### config.mk
export PLATFORM = sky130hd
export DESIGN_NAME = countdown_timer_bank
export DESIGN_NICKNAME = d
export VERILOG_FILES = /design/src/design/ctb_pkg.sv /design/src/design/ctb_ctrl.sv /design/src/design/ctb_datapath.sv /design/src/design/countdown_timer_bank.sv
export SDC_FILE = /design/constraint.sdc
export NUM_CORES = 1
export LEC_CHECK = 0
export ABC_AREA = 1
export BUFFER_PORTS_ARGS = -buffer_cell sky130_fd_sc_hd__buf_2
export CAP_MARGIN = 10
export CORE_AREA = 5 5 246 248
export CTS_CLUSTER_DIAMETER = 60
export DETAILED_ROUTE_END_ITERATION = 7
export DIE_AREA = 0 0 251 253
export PLACE_DENSITY = 0.76
export SYNTH_ARGS = -nofsm -noshare
export SYNTH_HDL_FRONTEND = slang
export SYNTH_HIERARCHICAL = 1
export SYNTH_SLANG_ARGS = --single-unit
### constraint.sdc
create_clock -name aclk -period 9.2 [get_ports aclk]
set_input_delay 0.92 -clock aclk [delete_from_list [all_inputs] [get_ports aclk]]
set_output_delay 0.92 -clock aclk [all_outputs]
set_load 0.005 [all_outputs]
### src/design/ctb_pkg.sv
// shared types, codes and field widths for the countdown timer bank
package ctb_pkg;

    // parameter defaults
    localparam int NUM_TIMERS_DEF  = 8;
    localparam int COUNT_WIDTH_DEF = 32;

    // item field widths
    localparam int MODE_W   = 3;
    localparam int TICKS_W  = 32;
    localparam int TGT_W    = 3;
    localparam int TVAL_W   = 32;
    localparam int KIND_W   = 2;
    localparam int WHICH_W  = 3;
    localparam int TCOUNT_W = 32;

    // stream data widths, padded to whole bytes
    localparam int S_TDATA_W = 72;
    localparam int M_TDATA_W = 40;

    // operation codes
    localparam logic [MODE_W-1:0] MODE_TICK   = 3'd0;
    localparam logic [MODE_W-1:0] MODE_START  = 3'd1;
    localparam logic [MODE_W-1:0] MODE_STOP   = 3'd2;
    localparam logic [MODE_W-1:0] MODE_RELOAD = 3'd3;
    localparam logic [MODE_W-1:0] MODE_SET    = 3'd4;

    // result kinds
    localparam logic [KIND_W-1:0] KIND_STARTED = 2'd0;
    localparam logic [KIND_W-1:0] KIND_FULL    = 2'd1;
    localparam logic [KIND_W-1:0] KIND_ACK     = 2'd2;
    localparam logic [KIND_W-1:0] KIND_EXPIRED = 2'd3;

    typedef enum logic [2:0] {
        ST_IDLE,
        ST_DECODE,
        ST_SCAN,
        ST_EMIT,
        ST_RESULT
    } ctb_state_t;

    typedef struct packed {
        logic capture;
        logic tick_begin;
        logic reload_rd;
        logic scan_step;
        logic finish_single;
        logic emit_tick;
    } ctb_cmd_t;

    typedef struct packed {
        logic [MODE_W-1:0] mode;
        logic              out_free;
        logic              scan_done;
        logic              emit_last;
    } ctb_status_t;

endpackage

### src/design/ctb_ctrl.sv
// controller state machine for the countdown timer bank
module ctb_ctrl (
    input  logic                 aclk,
    input  logic                 aresetn,
    input  logic                 in_valid,
    output logic                 in_ready,
    input  ctb_pkg::ctb_status_t status,
    output ctb_pkg::ctb_cmd_t    cmd
);

    ctb_pkg::ctb_state_t state_reg;
    ctb_pkg::ctb_state_t state_next;

    always_ff @(posedge aclk) begin
        if (!aresetn) begin
            state_reg <= ctb_pkg::ST_IDLE;
        end else begin
            state_reg <= state_next;
        end
    end

    always_comb begin
        state_next = state_reg;
        case (state_reg)
            ctb_pkg::ST_IDLE: begin
                if (in_valid) begin
                    state_next = ctb_pkg::ST_DECODE;
                end
            end
            ctb_pkg::ST_DECODE: begin
                if (status.mode == ctb_pkg::MODE_TICK) begin
                    state_next = ctb_pkg::ST_SCAN;
                end else begin
                    state_next = ctb_pkg::ST_RESULT;
                end
            end
            ctb_pkg::ST_SCAN: begin
                if (status.scan_done) begin
                    state_next = ctb_pkg::ST_EMIT;
                end
            end
            ctb_pkg::ST_EMIT: begin
                if (status.out_free && status.emit_last) begin
                    state_next = ctb_pkg::ST_IDLE;
                end
            end
            ctb_pkg::ST_RESULT: begin
                if (status.out_free) begin
                    state_next = ctb_pkg::ST_IDLE;
                end
            end
            default: begin
                state_next = ctb_pkg::ST_IDLE;
            end
        endcase
    end

    always_comb begin
        cmd      = '0;
        in_ready = 1'b0;
        case (state_reg)
            ctb_pkg::ST_IDLE: begin
                in_ready    = 1'b1;
                cmd.capture = in_valid;
            end
            ctb_pkg::ST_DECODE: begin
                cmd.tick_begin = (status.mode == ctb_pkg::MODE_TICK);
                cmd.reload_rd  = (status.mode == ctb_pkg::MODE_RELOAD);
            end
            ctb_pkg::ST_SCAN: begin
                cmd.scan_step = 1'b1;
            end
            ctb_pkg::ST_EMIT: begin
                cmd.emit_tick = status.out_free;
            end
            ctb_pkg::ST_RESULT: begin
                cmd.finish_single = status.out_free;
            end
            default: begin
                cmd = '0;
            end
        endcase
    end

endmodule

### src/design/ctb_datapath.sv
// slot memories, busy bits, tick counter, expiry mask and result register
module ctb_datapath #(
    parameter int NUM_TIMERS  = ctb_pkg::NUM_TIMERS_DEF,
    parameter int COUNT_WIDTH = ctb_pkg::COUNT_WIDTH_DEF
) (
    input  logic                          aclk,
    input  logic                          aresetn,
    input  ctb_pkg::ctb_cmd_t             cmd,
    output ctb_pkg::ctb_status_t          status,
    input  logic [ctb_pkg::MODE_W-1:0]    in_mode,
    input  logic [ctb_pkg::TICKS_W-1:0]   in_start_ticks,
    input  logic                          in_continuous,
    input  logic [ctb_pkg::TGT_W-1:0]     in_target_timer,
    input  logic [ctb_pkg::TVAL_W-1:0]    in_tick_value,
    output logic                          out_valid,
    input  logic                          out_ready,
    output logic [ctb_pkg::KIND_W-1:0]    out_kind,
    output logic [ctb_pkg::WHICH_W-1:0]   out_which_timer,
    output logic [ctb_pkg::TCOUNT_W-1:0]  out_tick_count,
    output logic                          out_last
);

    localparam int N     = NUM_TIMERS;
    localparam int CW    = COUNT_WIDTH;
    localparam int IDX_W = (N > 1) ? $clog2(N) : 1;

    // captured item
    logic [ctb_pkg::MODE_W-1:0] mode_reg;
    logic [CW-1:0]              ticks_reg;
    logic                       cont_reg;
    logic [ctb_pkg::TGT_W-1:0]  tgt_reg;
    logic [CW-1:0]              tval_reg;

    // slot state
    logic [N-1:0]  busy_reg,    busy_next;
    logic [N-1:0]  repeats_reg, repeats_next;
    logic [CW-1:0] cnt_mem [N];
    logic [CW-1:0] rel_mem [N];
    logic [CW-1:0] cnt_rd_reg;
    logic [CW-1:0] rel_rd_reg;
    logic [CW-1:0] tick_reg,    tick_next;

    // scan and expiry bookkeeping
    logic [IDX_W-1:0] idx_reg,  idx_next;
    logic [N-1:0]     mask_reg, mask_next;

    // result register
    logic                          m_valid_reg, m_valid_next;
    logic [ctb_pkg::KIND_W-1:0]    m_kind_reg,  m_kind_next;
    logic [ctb_pkg::WHICH_W-1:0]   m_which_reg, m_which_next;
    logic [ctb_pkg::TCOUNT_W-1:0]  m_tick_reg,  m_tick_next;
    logic                          m_last_reg,  m_last_next;

    logic             free_found;
    logic [IDX_W-1:0] free_idx;
    logic             low_found;
    logic [IDX_W-1:0] low_idx;
    logic [N-1:0]     mask_rest;
    logic             tgt_ok;
    logic [IDX_W-1:0] tgt_idx;
    logic             rd_en;
    logic [IDX_W-1:0] rd_addr;
    logic [CW-1:0]    cnt_dec;
    logic             expire;
    logic             do_start;
    logic             cnt_we;
    logic [IDX_W-1:0] cnt_waddr;
    logic [CW-1:0]    cnt_wdata;

    always_ff @(posedge aclk) begin
        if (cmd.capture) begin
            mode_reg  <= in_mode;
            ticks_reg <= CW'(in_start_ticks);
            cont_reg  <= in_continuous;
            tgt_reg   <= in_target_timer;
            tval_reg  <= CW'(in_tick_value);
        end
    end

    // lowest free slot
    always_comb begin
        free_found = 1'b0;
        free_idx   = '0;
        for (int i = N - 1; i >= 0; i--) begin
            if (!busy_reg[i]) begin
                free_found = 1'b1;
                free_idx   = IDX_W'(i);
            end
        end
    end

    // lowest pending expiry
    always_comb begin
        low_found = 1'b0;
        low_idx   = '0;
        for (int i = N - 1; i >= 0; i--) begin
            if (mask_reg[i]) begin
                low_found = 1'b1;
                low_idx   = IDX_W'(i);
            end
        end
        mask_rest = mask_reg;
        if (low_found) begin
            mask_rest[low_idx] = 1'b0;
        end
    end

    assign tgt_ok   = (8'(tgt_reg) < 8'(N));
    assign tgt_idx  = IDX_W'(tgt_reg);
    assign do_start = cmd.finish_single && (mode_reg == ctb_pkg::MODE_START) && free_found;

    assign rd_en = cmd.tick_begin || cmd.scan_step || cmd.reload_rd;
    always_comb begin
        if (cmd.tick_begin) begin
            rd_addr = '0;
        end else if (cmd.scan_step) begin
            rd_addr = idx_reg + IDX_W'(1);
        end else if (cmd.reload_rd) begin
            rd_addr = tgt_idx;
        end else begin
            rd_addr = idx_reg;
        end
    end

    assign cnt_dec = (cnt_rd_reg != '0) ? (cnt_rd_reg - CW'(1)) : '0;
    assign expire  = busy_reg[idx_reg] && (cnt_dec == '0);

    // count memory write port
    always_comb begin
        cnt_we    = 1'b0;
        cnt_waddr = idx_reg;
        cnt_wdata = cnt_dec;
        if (do_start) begin
            cnt_we    = 1'b1;
            cnt_waddr = free_idx;
            cnt_wdata = ticks_reg;
        end else if (cmd.finish_single && (mode_reg == ctb_pkg::MODE_RELOAD) && tgt_ok) begin
            cnt_we    = 1'b1;
            cnt_waddr = tgt_idx;
            cnt_wdata = rel_rd_reg;
        end else if (cmd.scan_step && busy_reg[idx_reg]) begin
            cnt_we    = 1'b1;
            cnt_waddr = idx_reg;
            cnt_wdata = (expire && repeats_reg[idx_reg]) ? rel_rd_reg : cnt_dec;
        end
    end

    always_ff @(posedge aclk) begin
        if (cnt_we) begin
            cnt_mem[cnt_waddr] <= cnt_wdata;
        end
        if (do_start) begin
            rel_mem[free_idx] <= ticks_reg;
        end
        if (rd_en) begin
            cnt_rd_reg <= cnt_mem[rd_addr];
            rel_rd_reg <= rel_mem[rd_addr];
        end
    end

    always_comb begin
        busy_next    = busy_reg;
        repeats_next = repeats_reg;
        tick_next    = tick_reg;
        idx_next     = idx_reg;
        mask_next    = mask_reg;
        if (do_start) begin
            busy_next[free_idx]    = 1'b1;
            repeats_next[free_idx] = cont_reg;
        end
        if (cmd.finish_single && (mode_reg == ctb_pkg::MODE_STOP) && tgt_ok) begin
            busy_next[tgt_idx] = 1'b0;
        end
        if (cmd.finish_single && (mode_reg == ctb_pkg::MODE_SET)) begin
            tick_next = tval_reg;
        end
        if (cmd.tick_begin) begin
            tick_next = tick_reg + CW'(1);
            idx_next  = '0;
            mask_next = '0;
        end
        if (cmd.scan_step) begin
            idx_next = idx_reg + IDX_W'(1);
            if (expire) begin
                mask_next[idx_reg] = 1'b1;
                if (!repeats_reg[idx_reg]) begin
                    busy_next[idx_reg] = 1'b0;
                end
            end
        end
        if (cmd.emit_tick) begin
            mask_next = mask_rest;
        end
    end

    always_comb begin
        m_valid_next = m_valid_reg;
        m_kind_next  = m_kind_reg;
        m_which_next = m_which_reg;
        m_tick_next  = m_tick_reg;
        m_last_next  = m_last_reg;
        if (cmd.emit_tick) begin
            m_valid_next = 1'b1;
            m_kind_next  = low_found ? ctb_pkg::KIND_EXPIRED : ctb_pkg::KIND_ACK;
            m_which_next = low_found ? ctb_pkg::WHICH_W'(low_idx) : '0;
            m_tick_next  = ctb_pkg::TCOUNT_W'(tick_reg);
            m_last_next  = (mask_rest == '0);
        end else if (cmd.finish_single) begin
            m_valid_next = 1'b1;
            m_kind_next  = ctb_pkg::KIND_ACK;
            m_which_next = '0;
            m_tick_next  = ctb_pkg::TCOUNT_W'(tick_reg);
            m_last_next  = 1'b1;
            case (mode_reg)
                ctb_pkg::MODE_START: begin
                    m_kind_next  = free_found ? ctb_pkg::KIND_STARTED : ctb_pkg::KIND_FULL;
                    m_which_next = free_found ? ctb_pkg::WHICH_W'(free_idx) : '0;
                end
                ctb_pkg::MODE_SET: begin
                    m_tick_next = ctb_pkg::TCOUNT_W'(tval_reg);
                end
                default: begin
                    m_kind_next = ctb_pkg::KIND_ACK;
                end
            endcase
        end else if (out_ready) begin
            m_valid_next = 1'b0;
        end
    end

    always_ff @(posedge aclk) begin
        if (!aresetn) begin
            busy_reg    <= '0;
            repeats_reg <= '0;
            tick_reg    <= '0;
            idx_reg     <= '0;
            mask_reg    <= '0;
            m_valid_reg <= 1'b0;
        end else begin
            busy_reg    <= busy_next;
            repeats_reg <= repeats_next;
            tick_reg    <= tick_next;
            idx_reg     <= idx_next;
            mask_reg    <= mask_next;
            m_valid_reg <= m_valid_next;
        end
    end

    always_ff @(posedge aclk) begin
        m_kind_reg  <= m_kind_next;
        m_which_reg <= m_which_next;
        m_tick_reg  <= m_tick_next;
        m_last_reg  <= m_last_next;
    end

    assign status.mode      = mode_reg;
    assign status.out_free  = !m_valid_reg || out_ready;
    assign status.scan_done = (idx_reg == IDX_W'(N - 1));
    assign status.emit_last = (mask_rest == '0);

    assign out_valid       = m_valid_reg;
    assign out_kind        = m_kind_reg;
    assign out_which_timer = m_which_reg;
    assign out_tick_count  = m_tick_reg;
    assign out_last        = m_last_reg;

endmodule

### src/design/countdown_timer_bank.sv
// top level of the countdown timer bank
//
// channel   dir  tdata                                          tuser      tlast
// s_axis    in   start_ticks, continuous, target_timer,         mode       -
//                tick_value
// m_axis    out  which_timer, tick_count                        kind       last
//
// sequence: start, stop, reload, set and unknown codes go through accept, decode and result;
// a tick goes through accept, decode and a scan of the slots, one slot per cycle through the
// memories, and then emits its results one at a time on the output register as it frees
// reset: clears busy bits, tick counter and result valid; slot memories are written on start
// stalls: a low m_axis_tready holds the sequencer at its result stage; the next item is
// taken while the last result of the previous one still waits
module countdown_timer_bank #(
    parameter int NUM_TIMERS  = ctb_pkg::NUM_TIMERS_DEF,
    parameter int COUNT_WIDTH = ctb_pkg::COUNT_WIDTH_DEF
) (
    input  logic                            aclk,
    input  logic                            aresetn,
    // start_ticks[31:0], continuous[32], target_timer[35:33], tick_value[67:36]
    input  logic [ctb_pkg::S_TDATA_W-1:0]   s_axis_tdata,
    // mode[2:0]
    input  logic [ctb_pkg::MODE_W-1:0]      s_axis_tuser,
    input  logic                            s_axis_tvalid,
    output logic                            s_axis_tready,
    // which_timer[2:0], tick_count[34:3]
    output logic [ctb_pkg::M_TDATA_W-1:0]   m_axis_tdata,
    // kind[1:0]
    output logic [ctb_pkg::KIND_W-1:0]      m_axis_tuser,
    output logic                            m_axis_tlast,
    output logic                            m_axis_tvalid,
    input  logic                            m_axis_tready
);

    ctb_pkg::ctb_cmd_t    cmd;
    ctb_pkg::ctb_status_t status;

    // unpacked input item fields
    logic [ctb_pkg::TICKS_W-1:0] in_start_ticks;
    logic                        in_continuous;
    logic [ctb_pkg::TGT_W-1:0]   in_target_timer;
    logic [ctb_pkg::TVAL_W-1:0]  in_tick_value;

    assign in_start_ticks  = s_axis_tdata[31:0];
    assign in_continuous   = s_axis_tdata[32];
    assign in_target_timer = s_axis_tdata[35:33];
    assign in_tick_value   = s_axis_tdata[67:36];

    // result item fields
    logic [ctb_pkg::WHICH_W-1:0]  out_which_timer;
    logic [ctb_pkg::TCOUNT_W-1:0] out_tick_count;

    assign m_axis_tdata = {5'b0, out_tick_count, out_which_timer};

    // sequencer: accept, decode, scan slots, emit results
    ctb_ctrl u_ctrl (
        .aclk     (aclk),
        .aresetn  (aresetn),
        .in_valid (s_axis_tvalid),
        .in_ready (s_axis_tready),
        .status   (status),
        .cmd      (cmd)
    );

    // slot storage and result register
    ctb_datapath #(
        .NUM_TIMERS  (NUM_TIMERS),
        .COUNT_WIDTH (COUNT_WIDTH)
    ) u_datapath (
        .aclk            (aclk),
        .aresetn         (aresetn),
        .cmd             (cmd),
        .status          (status),
        .in_mode         (s_axis_tuser),
        .in_start_ticks  (in_start_ticks),
        .in_continuous   (in_continuous),
        .in_target_timer (in_target_timer),
        .in_tick_value   (in_tick_value),
        .out_valid       (m_axis_tvalid),
        .out_ready       (m_axis_tready),
        .out_kind        (m_axis_tuser),
        .out_which_timer (out_which_timer),
        .out_tick_count  (out_tick_count),
        .out_last        (m_axis_tlast)
    );

endmodule

==> impl_metrics.env <==
export IMPL_status="finished, final reports clean"
export IMPL_syn_to_final_growth_pct=11.7
export IMPL_route_vias_total=21473
export IMPL_cp_data_arrival_time_ns=4.84
export IMPL_worst_r2r_endpoint="u_datapath/cnt_mem[2][2]$_DFFE_PP_"
export IMPL_antenna_left=0
export IMPL_fin_nets=2917
export IMPL_cts_resized=0
export IMPL_drive_above_1_share_pct=13.9
export IMPL_final_common_cell="edfxtp_1"
export IMPL_p_leak_nw=12.1
export IMPL_via_per_inst=5.86
export IMPL_cts_sinks=748
export IMPL_finalMaxSlewViolations=0
export IMPL_wire_per_inst_um=19.9
export IMPL_fin_cells=3667
export IMPL_netlist_area_um2=31500
export IMPL_worst_path_most_repeated_cell="inv_1"
export IMPL_wl_um=72800
export IMPL_r2r_start="u_ctrl/state_reg[2]$_SDFFE_PN0P_"
export IMPL_hp_start="s_axis_tdata[23]"
export IMPL_synthCells=2748
export IMPL_drv_cap=0
export IMPL_hold_depth=1
export IMPL_numCtsBuffers=73
export IMPL_yosysSeqAreaShare_pct=69.3
export IMPL_finalHoldViolations=0
export IMPL_dr_pass1_iters=6
export IMPL_path_clk_slew_ns=0.07
export IMPL_critPathMaxStageDelay_ns=0.62
export IMPL_r2r_cells=13
export IMPL_min_to="u_datapath/ticks_reg[23]$_DFFE_PP_"
export IMPL_gp_congestion=0.945
export IMPL_critPathLaunchType="flop"
export IMPL_critPathCaptureType="flop"
export IMPL_cts_root_buffer="clkbuf_16"
export IMPL_fin_area_um2=35200
export IMPL_drc=0
export IMPL_post_cts_setup_buffers=0
export IMPL_setup_tns_ns=0
export IMPL_syn_avg_cell_area_um2=11.5
export IMPL_grt_pass1_wl_um=113000
export IMPL_dp_hpwl_um=43200
export IMPL_min_period_ns=4.56
export IMPL_drtIter0Drc=2067
export IMPL_worst_path_max_delay_cell="nor2_4"
export IMPL_critPathKind="flop to flop"
export IMPL_cts_tree="done"
export IMPL_grt_overflow=0
export IMPL_clk_latency_ns=0.62
export IMPL_grt_max_degree=92
export IMPL_antenna_found_initial=3
export IMPL_cts_htree_levels=3
export IMPL_setup_viol=0
export IMPL_placed_area_um2=32900
export IMPL_synth_seq_cells=748
export IMPL_port_buffers=114
export IMPL_final_cell_mix="edfxtp_1 (685), nor2_1 (404), o21ai_0 (343), nand2_1 (311), inv_1 (182)"
export IMPL_worst_slew_pin_slew_ns=1.10
export IMPL_grt_setup_unrepaired="false"
export IMPL_hold_buffers=0
export IMPL_worst_clock_skew_ns=0.0268
export IMPL_vdd_drop_max_mv=0.155
export IMPL_start_util_pct=54.1
export IMPL_ys_types=48
export IMPL_max_slew_margin_pct=26.9
export IMPL_top_regs="u_datapath/cnt_mem: 256 flops, u_datapath/rel_mem: 256 flops"
export IMPL_die_area_um2=63500
export IMPL_ios=124
export IMPL_hold_ws_ns=0.467
export IMPL_post_route_util_pct=60.5
export IMPL_track_usage_pct=22.4
export IMPL_grt_pass1_vias=20970
export IMPL_period_share_pct=49.6
export IMPL_cp_cell_sequence="inv_1, nor4_1, inv_1, nor2_1, inv_1, nor2_2, buf_4, inv_1, buf_4, o21ai_0, nand3_1, nor2_4, buf_4"
export IMPL_die_x_um=251
export IMPL_r2r_slack_ns=4.64
export IMPL_fmax_mhz=219
export IMPL_hold_class="input port to flop"
export IMPL_dp_cells=3532
export IMPL_rows=89
export IMPL_cp_required_ns=9.48
export IMPL_power_density_nw_per_um2=203
export IMPL_die_h_um=253
export IMPL_core_area_um2=58200
export IMPL_yosys_warnings=6
export IMPL_worstPathMaxFanout=38
export IMPL_clk_path_buf_depth=3
## cell families (layout without fill, tap and decap cells)
kind of cell             Yosys count  after routing  share of synthesized area [%]
AO/OA/AOI/OAI                    596            596                           10.4
XOR/XNOR                          18             18                          0.500
adder cells (fa/ha/maj)            4              4                          0.159
buffers and inverters            333            474                           4.19
flip-flops                       748            748                           69.3
multiplexers                      65             65                           2.32
other                              1              6                         0.0119
AND/OR/NAND/NOR                  983            983                           13.2
## per-stage QoR
| step | setup WS [ns] | power, mW |
|---|---|---|
| global placement | 4.21 | 4.35 |
| floorplan | 2.84 | 4.23 |
| detailed placement | 4.14 | 4.37 |
| global route | 4.32 | 7.40 |
| CTS | 4.70 | 7.20 |
| finish | 4.64 | 7.15 |
## worst max-delay path by stage
| stage | to | slack, ns | cells past startpoint | startpoint |
|---|---|---|---|---|
| after CTS | u_datapath/cnt_mem[6][1]$_DFFE_PP_ | 4.70 | 17 | u_datapath/cnt_rd_reg[0]$_DFFE_PP_ |
| final | u_datapath/cnt_mem[2][2]$_DFFE_PP_ | 4.64 | 13 | u_ctrl/state_reg[2]$_SDFFE_PN0P_ |
| after global placement | u_datapath/cnt_mem[2][2]$_DFFE_PP_ | 4.21 | 17 | m_axis_tready |
| after floorplan | u_datapath/cont_reg$_DFFE_PP_ | 2.84 | 2 | s_axis_tvalid |
| after detailed placement | u_datapath/cnt_mem[2][4]$_DFFE_PP_ | 4.14 | 16 | m_axis_tready |
| after global routing | u_datapath/cnt_mem[2][17]$_DFFE_PP_ | 4.32 | 13 | u_ctrl/state_reg[2]$_SDFFE_PN0P_ |
## synth_stat cells, drive strengths merged
master | instances | area share, %
a211oi | 2 | 0.048
a21o | 1 | 0.024
a21oi | 72 | 1.1
a221o | 1 | 0.032
a221oi | 5 | 0.14
a22oi | 2 | 0.048
a311oi | 1 | 0.028
a31oi | 12 | 0.24
and2 | 1 | 0.020
buf | 21 | 0.48
clkbuf | 123 | 1.5
clkinv | 3 | 0.036
conb | 1 | 0.012
dfxtp | 63 | 4.0
edfxtp | 685 | 65
ha | 4 | 0.16
inv | 186 | 2.2
mux2 | 65 | 2.3
nand2 | 339 | 4.3
nand3 | 144 | 2.4
nand3b | 2 | 0.048
nand4 | 24 | 0.48
nor2 | 440 | 5.4
nor3 | 25 | 0.43
nor4 | 7 | 0.14
o211ai | 5 | 0.12
o21a | 1 | 0.024
o21ai | 347 | 5.5
o21bai | 5 | 0.12
o221ai | 8 | 0.22
o22ai | 130 | 2.6
o2bb2ai | 1 | 0.028
o31ai | 3 | 0.071
or2 | 1 | 0.020
xnor2 | 5 | 0.14
xor2 | 13 | 0.36
## where the power goes
group	total, mW	switching (mW)	internal (mW)
Combinational	0.424	0.290	0.134
Clock	2.84	1.25	1.59
Sequential	3.88	0.0640	3.82
Total	7.15	1.60	5.55
## layer usage
layer	GRT usage, %	wire, um
met2	37.7	35800
met5	0	33
met1	29.8	29100
met3	4.18	6080
met4	7.33	1820
## worst max-delay path: cells and delay by family (launching register included)
kind            cells  cell delay (ns)
compound gates      1             0.37
buf+inv             7             1.61
flops               1             0.44
simple gates        5             1.78
## layout make-up
cell class / count / area [um^2]
clock buffers: 96 / 1990
inverters: 189 / 714
fillers: 4349 / 23000
repair buffers: 151 / 848
well taps: 773 / 967
flip-flops and latches: 748 / 21800
diodes: 1 / 2.50
clock inverters: 38 / 307
multi-input cells: 1671 / 8550
Power figures use the tool's default switching activity.
